==> src/hdl/chgcal_pkg.sv <==
// ----------------------------------------------------------------------------
// chgcal_pkg: shared types and constants for the charger detect block
// Item and result layouts, config registers, state codes and the constant
// dividers used by the calibration filter.
// ----------------------------------------------------------------------------
package chgcal_pkg;

  // field widths
  localparam int SAMPLE_BITS = 12;
  localparam int FRAC_BITS   = 8;
  localparam int VOLT_BITS   = 12;
  localparam int OP_BITS     = 2;
  localparam int CNT_BITS    = 16;
  localparam int CFG_IDX_BITS = 3;
  localparam int CFG_DATA_BITS = 16;

  // accumulator and filter sum widths
  localparam int ACC_BITS = SAMPLE_BITS + FRAC_BITS + 7;
  localparam int SUM_BITS = ACC_BITS + 1;
  localparam int OFS_BITS = ACC_BITS - FRAC_BITS;

  localparam logic [CNT_BITS-1:0]    CNT_MAX    = '1;
  localparam logic [SAMPLE_BITS-1:0] SAMPLE_MAX = '1;

  // reciprocal for floor(a / 100), exact for every a below 2^SUM_BITS
  localparam int Q100_BITS     = SUM_BITS - 6;
  localparam int DIV100_SHIFT  = SUM_BITS + 7;
  localparam longint unsigned DIV100_RECIP =
    ((64'd1 << DIV100_SHIFT) + 64'd99) / 64'd100;
  localparam logic [SUM_BITS:0] DIV100_MUL = DIV100_RECIP[SUM_BITS:0];

  // reciprocal for floor(x / 99), exact for every x below 2^OFS_BITS
  localparam int Q99_BITS     = OFS_BITS - 6;
  localparam int DIV99_SHIFT  = OFS_BITS + 7;
  localparam longint unsigned DIV99_RECIP =
    ((64'd1 << DIV99_SHIFT) + 64'd98) / 64'd99;
  localparam logic [OFS_BITS:0] DIV99_MUL = DIV99_RECIP[OFS_BITS:0];

  // config register reset values
  localparam logic [VOLT_BITS-1:0] THRESHOLD_RST = 12'd2048;
  localparam logic [CNT_BITS-1:0]  PERIOD_RST    = 16'd10;
  localparam logic [CNT_BITS-1:0]  SETTLE_RST    = 16'd1000;
  localparam logic [CNT_BITS-1:0]  CALIB_RST     = 16'd5000;
  localparam logic [CNT_BITS-1:0]  DEBOUNCE_RST  = 16'd500;

  typedef enum logic [CFG_IDX_BITS-1:0] {
    CFG_THRESHOLD = 3'd0,
    CFG_PERIOD    = 3'd1,
    CFG_SETTLE    = 3'd2,
    CFG_CALIB     = 3'd3,
    CFG_DEBOUNCE  = 3'd4
  } cfg_idx_e;

  typedef enum logic [2:0] {
    PH_INIT     = 3'd0,
    PH_WAIT_GOV = 3'd1,
    PH_CALIB    = 3'd2,
    PH_WAIT_CHG = 3'd3,
    PH_WAIT_ACK = 3'd4,
    PH_CHARGING = 3'd5
  } phase_e;

  typedef enum logic [1:0] {
    MODE_NONE = 2'd0,
    MODE_DET  = 2'd1,
    MODE_ACK  = 2'd2
  } mode_e;

  typedef enum logic [OP_BITS-1:0] {
    OP_TICK     = 2'd0,
    OP_ACK      = 2'd1,
    OP_WITHDRAW = 2'd2
  } op_e;

  typedef struct packed {
    logic [VOLT_BITS-1:0] threshold;
    logic [CNT_BITS-1:0]  period;
    logic [CNT_BITS-1:0]  settle;
    logic [CNT_BITS-1:0]  calib;
    logic [CNT_BITS-1:0]  debounce;
  } cfg_t;

  typedef struct packed {
    logic                   calibrate_request;
    logic [VOLT_BITS-1:0]   charge_voltage;
    logic [SAMPLE_BITS-1:0] current_raw;
    logic [OP_BITS-1:0]     operation;
  } item_t;

  typedef struct packed {
    logic                   charger_enable;
    logic [2:0]             phase;
    logic [1:0]             mode;
    logic [SAMPLE_BITS-1:0] current_offset;
    logic                   governor_init_pulse;
  } res_t;

  // saturating counter increment
  function automatic logic [CNT_BITS-1:0] sat_inc(logic [CNT_BITS-1:0] v);
    return (v == CNT_MAX) ? v : v + 1'b1;
  endfunction

  // floor(a / 100) by multiply with reciprocal
  function automatic logic [Q100_BITS-1:0] div100(logic [SUM_BITS-1:0] a);
    logic [2*SUM_BITS:0] prod;
    prod = {{(SUM_BITS+1){1'b0}}, a} * {{SUM_BITS{1'b0}}, DIV100_MUL};
    return prod[2*SUM_BITS:DIV100_SHIFT];
  endfunction

  // floor(x / 99) by multiply with reciprocal
  function automatic logic [Q99_BITS-1:0] div99(logic [OFS_BITS-1:0] x);
    logic [2*OFS_BITS:0] prod;
    prod = {{(OFS_BITS+1){1'b0}}, x} * {{OFS_BITS{1'b0}}, DIV99_MUL};
    return prod[2*OFS_BITS:DIV99_SHIFT];
  endfunction

endpackage

==> src/hdl/chgcal_cfg.sv <==
// ----------------------------------------------------------------------------
// chgcal_cfg: configuration registers
// Holds threshold and timing registers, written through a plain write port.
// ----------------------------------------------------------------------------
module chgcal_cfg (
  input  logic                                  clk_i,
  input  logic                                  rst_ni,
  input  logic                                  cfg_we_i,
  input  logic [chgcal_pkg::CFG_IDX_BITS-1:0]   cfg_index_i,
  input  logic [chgcal_pkg::CFG_DATA_BITS-1:0]  cfg_wdata_i,
  output chgcal_pkg::cfg_t                      cfg_o
);
  import chgcal_pkg::*;

  cfg_t cfg_q, cfg_d;

  // register write decode, unknown index ignored
  always_comb begin
    cfg_d = cfg_q;
    if (cfg_we_i) begin
      unique case (cfg_index_i)
        CFG_THRESHOLD: cfg_d.threshold = cfg_wdata_i[VOLT_BITS-1:0];
        CFG_PERIOD:    cfg_d.period    = cfg_wdata_i[CNT_BITS-1:0];
        CFG_SETTLE:    cfg_d.settle    = cfg_wdata_i[CNT_BITS-1:0];
        CFG_CALIB:     cfg_d.calib     = cfg_wdata_i[CNT_BITS-1:0];
        CFG_DEBOUNCE:  cfg_d.debounce  = cfg_wdata_i[CNT_BITS-1:0];
        default:       cfg_d = cfg_q;
      endcase
    end
  end

  always_ff @(posedge clk_i or negedge rst_ni) begin
    if (!rst_ni) begin
      cfg_q.threshold <= THRESHOLD_RST;
      cfg_q.period    <= PERIOD_RST;
      cfg_q.settle    <= SETTLE_RST;
      cfg_q.calib     <= CALIB_RST;
      cfg_q.debounce  <= DEBOUNCE_RST;
    end else begin
      cfg_q <= cfg_d;
    end
  end

  assign cfg_o = cfg_q;

endmodule

==> config.mk <==
export PLATFORM = sky130hd
export DESIGN_NAME = chgcal_cfg
export DESIGN_NICKNAME = d
export VERILOG_FILES = /design/src/hdl/chgcal_pkg.sv /design/src/hdl/chgcal_cfg.sv
export SDC_FILE = /design/constraint.sdc
export NUM_CORES = 1
export LEC_CHECK = 0
export ABC_AREA = 1
export BUFFER_PORTS_ARGS = -buffer_cell sky130_fd_sc_hd__buf_2
export CORE_MARGIN = 3
export CORE_UTILIZATION = 40
export CTS_CLUSTER_SIZE = 30
export DETAILED_ROUTE_END_ITERATION = 6
export HOLD_SLACK_MARGIN = 0.12
export PLACE_DENSITY = 0.68
export SYNTH_ARGS = -nofsm -noshare
export SYNTH_HDL_FRONTEND = slang
export SYNTH_SLANG_ARGS = --single-unit
==> constraint.sdc <==
create_clock -name clk_i -period 0.8 [get_ports clk_i]
set_clock_uncertainty 0.1 [all_clocks]
set_input_delay 0.12 -clock clk_i [delete_from_list [all_inputs] [get_ports clk_i]]
set_output_delay 0.12 -clock clk_i [all_outputs]
set_load 0.05 [all_outputs]
# Yosys cells after proc, flatten, opt, wreduce, memory -nomap -nowiden
# Cells that the tools add are included.
# Widths: inputs -> output; s select.
[word_totals]
register_bits = 76
[classes]
n_reduce_logical = 6
eq_ne = 4
[op_table]
columns = ["cell", "n"]
rows = [
  ["$reduce_and 2->1", 5],
  ["$eq 3x2->1 const B", 2],
  ["$eq 3x1->1 const B", 1],
  ["$eq 3x3->1 const B", 1],
  ["$logic_not 3->1", 1],
]

# Longest topological paths before layout
# Gate-level depths: netlist of run 1.
[depth]
ltp_word = 2
mapped_depth = 7
mapped_depth_nobuf = 5

# Least setup slack after synthesis of run 1
# OpenSTA, ideal clock, no wires.
[synth_path]
kind = "input to register"
startpoint = "input cfg_we_i"
endpoint = "register cfg_q, in the netlist cfg_o[53]"
cell_stages = 7
arrival_time_ns = 0.779
path_buffers = 2
slack_ns = -0.198
path_cell_list = "inv_1 -> nor2_4 -> buf_4 -> nand2_2 -> buf_2 -> nand2_1 -> nand2_1"
[synth_between]
elab_chain_len = 1
[synth_lines]
columns = ["element", "line", "source"]
rows = [
  ["start: declaration", "chgcal_cfg.sv:8", "input logic cfg_we_i,"],
  ["$reduce_and 2->1 (no line)", "n/a", ""],
  ["end signal: assignment", "chgcal_cfg.sv:40", "cfg_q <= cfg_d;"],
  ["end: declaration", "chgcal_cfg.sv:15", "cfg_t cfg_q, cfg_d;"],
]
# Every way passes these cells.
# A chain may end at the register's enable or synchronous reset.

# Worst setup path after layout of run 1
[layout_path]
startpoint = "register cfg_q, in the netlist cfg_o[49]"
endpoint = "output cfg_o[49] (netlist name)"
[layout_lines]
columns = ["element", "line", "source"]
rows = [
  ["end: declaration", "chgcal_cfg.sv:11", "output chgcal_pkg::cfg_t cfg_o"],
]
# No word-level cell between the ends.

==> results.md, run 1 <==
- Slew Viols, Final: 0
- Seq cells post-synth: 76
- Status: finished with violations
- Crit path buf inv count: 1
- Filler cells: 561
- P_sw: 5.844 mW
- Static Leakage: 2.485 nW
- Post-Syn Instances: 340
- Clock Path Buffers: 2
- Die ar.: 8743 um2
- Max incr delay on CP: 560 ps
- Non-Filler Instances: 571
- Fmax: 780.4 MHz
- Largest net degree at the start of global routing: 36
- Post-DP HPWL: 5870 um
- R2R Path Start: cfg_o[45]
- CTS tree: yes
- Drt wl/cell: 16.13 um
- Worst-Margin Slew: 243.0 ps
- DP Area: 3900 um2
- Cells after DPL: 540
- HP Class: input port to register
- Post-route setup slack: -481.5 ps
- Sequential share of power: 37.4%
- Register area share after synthesis: 62.91%
- Routability congestion estimate: 0.8053
- Unrepaired setup endpoints after global routing: true
- Comb power frac: 40.7%
- MaxCap Viol Count: 0
- CP top delay family: flip-flops
- Root Buffer: clkbuf_8
- ANT cells: 0
- Num ports: 98
- Num CTS Buffers: 9
- Row count: 31
- Top sig layer: met4
- Post-route cell area: 4911 um2
- Met2 WL: 4627 um
- WP data arrival: 1060 ps
- DRT Pass-1 Iters: 6
- Minimum clock period: 1281 ps
- Area of the multi-input gates: 1095 um2
- Final hold violations: 50
- Pwr dens: 2976 nW/um2
- Share of cells above drive strength 1: 52.12%
- Post-CTS Hold Buffers: 6
- Via density: 4.944
- Int Pwr: 8.770 mW
- Yosys top cell area share: 45.75%
- H-Tree Depth: 3
- CP Capture Type: primary output
- Cell variety after synth: 13
- Syn Area/Cell: 9.009 um2
- Starting DRT DRC Count: 158
- Syn nets: 362
- Initial cell density of the core: 41.78%
- Crit share post-route: 160.2%
- Routed wire length: 9211 um
- Worst Path Required: 580 ps
- Layout net count: 489
- Seq. cell area: 1997 um2
- Synth warn: 0
- Slew HR: 83.80%
- Post-route ant nets: 0
- Worst vdd ir: 1.483 mV
- First-pass GRT wire length: 14530 um
- Most frequent cells in the layout: nand2_1 (157), buf_6 (69), nand3_1 (60), dfrtp_2 (56)
- Max FFs per register: 76
- Num Clock Sinks: 76
- Critical Setup Path Class: register to primary output
- Top area cells in the synthesized netlist: dfrtp_1 (46%), nand2_1 (21%), dfstp_2 (17%)
- Vias in the first global route: 2783
- Core area: 7331 um2
- Die width: 93.51 um
- WL met3: 662 um
- Most common cell after layout, fill and taps aside: nand2_1
- GRT Total Usage: 21.69%
- Setup crit start: cfg_o[49]
- Clock Pin Slew Worst Setup and Hold Paths: 80 ps
- Hold path startpoint: cfg_wdata_i[2]
- Gr ovfl total: 0
- Via count: 2823
- DRC viols: 0
- Metal-1 WL: 3778 um
- # setup viols final: 106
- Reg2reg setup slack: -150 ps
- Quantity of I/O buffers inserted on ports: 97
- Crit-path max FO: 2
- Failing checks: hold timing, setup timing
- Synthesized area: 3063 um2
- Clk pwr share: 21.9%
- Clk Latency, worst-skew pair: 350 ps
- Critical Path Source Type: register
- Cell accounting for the most synthesized area: dfrtp_1
- Sw frac: 39.99%
- CP max-delay cell: dfstp_2
- Final hold slack: -59.15 ps
- Initial antenna violation count: 0
- Die Y: 93.51 um
- Critical path cell sequence: buf_8
- Setup TNS: -30220 ps
- Area growth syn-to-layout: 60.33%
-- metrics by stage --
| stage | util [%] | setup slack [ps] | total power [mW] |
|---|---|---|---|
| final | 66.99 | -481.5 | 14.61 |
| after global routing | 66.99 | -518.8 | 15.26 |
| after CTS | 65.54 | -500.3 | 14.43 |
| after detailed placement | 53.20 | -391.0 | 9.796 |
| after global placement | 53.20 | -351.1 | 9.734 |
| after floorplan | - | -159.8 | 8.561 |
-- routing by layer --
layer  up-vias  global-route usage, %
met5         -                      0
met4         0                  8.425
met3        12                  4.988
met2       118                  34.96
met1      1362                  28.36
li1       1331                      -
-- power groups by stage --
stage / clock network (mW) / registers (mW) / logic, mW
2_1_floorplan: 0 / 7.85 / 0.707
3_5_place_dp: 0 / 5.26 / 4.53
5_1_grt: 3.47 / 5.56 / 6.24
4_1_cts: 3.28 / 5.43 / 5.72
3_3_place_gp: 0 / 5.25 / 4.48
6_report: 3.21 / 5.47 / 5.94
-- cells in the mapped netlist --
master    number
nor2_1         1
inv_2          2
clkinv_1       1
buf_4          5
nand2_2        3
inv_1          3
nand3_1       60
nand2_1      173
clkbuf_1       1
buf_2         11
dfstp_2       20
nor2_4         4
dfrtp_1       56
-- layout make-up --
cell class,instances,area share [%]
sequential,76,40.66
timing repair buffer,133,29.48
multi-input combinational,241,22.29
clock buffer,10,2.599
tap,99,2.522
clock inverter,6,1.809
inverter,6,0.6369
-- path summary, 6_finish.rpt --
path                              to  cells past startpoint
min in group asynchronous  cfg_o[45]                      3
max reg2reg                cfg_o[45]                      4
max                        cfg_o[49]                      1
min reg2reg                cfg_o[23]                      2
min                         cfg_o[2]                      3
max in group asynchronous   cfg_o[8]                      3
-- worst register-to-register path, cell delays in order, from the launching register on --
cell and delay, ps:
dfrtp_2 430, buf_6 120, buf_6 100, nand2_2 50, nand2_1 50
-- cells by family (layout without fill, tap and decap cells) --
logic type,count (synthesis),count (layout),synth area share (%)
buffers and inverters,23,155,3.881
flip-flops,76,76,62.91
AND/OR/NAND/NOR,241,241,33.21
-- timing repair --
action / CTS / global route
buffers inserted: 7 / 8
setup endpoints to repair: 90 / 121
pin swaps: 0 / 7
endpoints found under the hold margin: 152 / 54
cloned: 0 / 0
resized for setup: 178 / 27
No activity file was read; power rests on OpenSTA's default activity.
==> inputs of run 2 (changes only) <==
Settings changed: CORE_MARGIN 3 to unset, TNS_END_PERCENT set to 20.
==> results.md, run 2 (synthesized netlist as in run 1, its figures left out) <==
- Cells after DPL: 540 (unchanged)
- Post-route ant nets: 0 (unchanged)
- Worst-Margin Slew: 218.7 ps (was 243.0 ps)
- Max FFs per register: 76 (unchanged)
- ANT cells: 0 (unchanged)
- Starting DRT DRC Count: 201 (was 158)
- DRC viols: 0 (unchanged)
- Worst Path Required: 580 ps (about the same)
- Util after Layout: 64.52% (was 66.99%)
- Initial antenna violation count: 0 (unchanged)
- Via count: 2755 (was 2823)
- Routed wire length: 8777 um (was 9211 um)
- Worst vdd ir: 1.547 mV (was 1.483 mV)
- Die Y: 89.51 um (was 93.51 um)
- Quantity of I/O buffers inserted on ports: 97 (unchanged)
- Filler cells: 600 (was 561)
- Sw frac: 39.91% (was 39.99%)
- Root Buffer: clkbuf_8 (unchanged)
- Clk Latency, worst-skew pair: 340 ps (was 350 ps)
- Clock Pin Slew Worst Setup and Hold Paths: 80 ps (about the same)
- CP Capture Type: primary output (unchanged)
- Max incr delay on CP: 580 ps (was 560 ps)
- Layout net count: 483 (was 489)
- Crit-path max FO: 2 (unchanged)
- CP max-delay cell: dfstp_2 (unchanged)
- DRT Pass-1 Iters: 4 (was 6)
- Drt wl/cell: 15.53 um (was 16.13 um)
- CP top delay family: flip-flops (unchanged)
- HP Class: input port to register (unchanged)
- Post-DP HPWL: 5663 um (was 5870 um)
- Final hold violations: 57 (was 50)
- Post-route setup slack: -495.6 ps (was -481.5 ps)
- Die ar.: 8011 um2 (was 8743 um2)
- Failing checks: hold timing, setup timing (unchanged)
- Clock Path Buffers: 2 (unchanged)
- Int Pwr: 8.545 mW (was 8.770 mW)
- Slew HR: 85.42% (was 83.80%)
- Most common cell after layout, fill and taps aside: nand2_1 (unchanged)
- Share of cells above drive strength 1: 40.34% (was 52.12%)
- Via density: 4.876 (was 4.944)
- Vias in the first global route: 2574 (was 2783)
- DP Area: 3861 um2 (was 3900 um2)
- Num ports: 98 (unchanged)
- GRT Total Usage: 23.03% (was 21.69%)
- Row count: 31 (unchanged)
- Final total power: 14.22 mW (was 14.61 mW)
- Unrepaired setup endpoints after global routing: true (unchanged)
- Die width: 89.51 um (was 93.51 um)
- Largest net degree at the start of global routing: 42 (was 36)
- Static Leakage: 2.487 nW (was 2.485 nW)
- Critical Path Source Type: register (unchanged)
- Setup crit start: cfg_o[39] (was cfg_o[49])
- Gr ovfl total: 0 (unchanged)
- Clk pwr share: 22.1% (was 21.9%)
- First-pass GRT wire length: 13330 um (was 14530 um)
- Sequential share of power: 37.9% (was 37.4%)
- Post-route cell area: 4730 um2 (was 4911 um2)
- Initial cell density of the core: 41.78% (unchanged)
- Minimum clock period: 1296 ps (was 1281 ps)
- Num CTS Buffers: 9 (unchanged)
- Critical Setup Path Class: register to primary output (unchanged)
- Pwr dens: 3007 nW/um2 (was 2976 nW/um2)
- P_sw: 5.675 mW (was 5.844 mW)
- Crit path buf inv count: 1 (unchanged)
- Crit share post-route: 162.0% (was 160.2%)
- Slew Viols, Final: 0 (unchanged)
- Core area: 7331 um2 (unchanged)
- CTS tree: yes (unchanged)
- Final hold slack: -69.55 ps (was -59.15 ps)
- R2R Path Start: cfg_o[28] (was cfg_o[45])
- Most frequent cells in the layout: nand2_1 (171), nand3_1 (60), buf_6 (59), dfrtp_1 (38), buf_4 (21) (was nand2_1 (157), buf_6 (69), nand3_1 (60), dfrtp_2 (56))
- H-Tree Depth: 3 (unchanged)
- Routability congestion estimate: 0.7598 (was 0.8053)
- Non-Filler Instances: 565 (was 571)
- # setup viols final: 99 (was 106)
- Area growth syn-to-layout: 54.41% (was 60.33%)
- Status: finished with violations (unchanged)
- WP data arrival: 1080 ps (was 1060 ps)
- Comb power frac: 40.0% (was 40.7%)
- Critical path cell sequence: buf_8 (unchanged)
- MaxCap Viol Count: 0 (unchanged)
- Post-CTS Hold Buffers: 3 (was 6)
- Num Clock Sinks: 76 (unchanged)
- Fmax: 771.8 MHz (was 780.4 MHz)
- Hold path startpoint: cfg_wdata_i[9] (was cfg_wdata_i[2])
==> run 2: path summary, 6_finish.rpt <==
path                             end  slack, ps  cells after the start
min reg2reg                cfg_o[41]        370                      2
max reg2reg                cfg_o[28]       -200                      4
min                        cfg_o[25]        -70                      3
max                        cfg_o[39]       -500                      1
min in group asynchronous  cfg_o[29]        200                      3
max in group asynchronous  cfg_o[51]        120                      3
==> run 2: area by class of cell <==
cell class,instances,area [um2],share of cell area [%]
clock buffer,12,135.1,2.857
clock inverter,4,73.82,1.561
inverter,6,30.03,0.6349
multi-input combinational,241,1050,22.20
sequential,76,1949,41.22
tap,99,123.9,2.619
timing repair buffer,127,1368,28.92
==> run 2: power by group through the flow <==
stage | clock (mW) | combinational, mW | sequential (mW)
global placement | 0 | 4.47 | 5.20
global route | 3.34 | 6.01 | 5.46
CTS | 3.18 | 5.56 | 5.37
detailed placement | 0 | 4.53 | 5.21
finish | 3.14 | 5.69 | 5.39
floorplan | 0 | 0.709 | 7.77
==> run 2: per-stage QoR <==
step           setup WS, ps  setup TNS (ps)
2_1_floorplan        -160.6          -12640
4_1_cts              -498.1          -29290
3_3_place_gp         -314.0          -25980
5_1_grt              -527.3          -31640
3_5_place_dp         -342.1          -26720
6_report             -495.6          -28740
==> run 2: repair_timing <==
action,in CTS,in global routing
setup buffers,2,4
hold endpoints to repair,152,68
gates resized for setup,167,15
setup endpoints to repair,78,136
==> run 2: layer usage <==
layer | GRT usage [%] | up-vias | routed length, um
met5 | 0 | - | 0
met4 | 9.380 | 0 | 137
met3 | 4.617 | 15 | 564
met2 | 37.75 | 124 | 4345
met1 | 30.07 | 1307 | 3730
li1 | - | 1309 | -
==> run 2: worst register-to-register path, delay by kind of cell, from the launching register on <==
kind	cells	cell delay [ps]
and+or+nand+nor	2	100
DFF	1	550
buffers and inverters	2	190
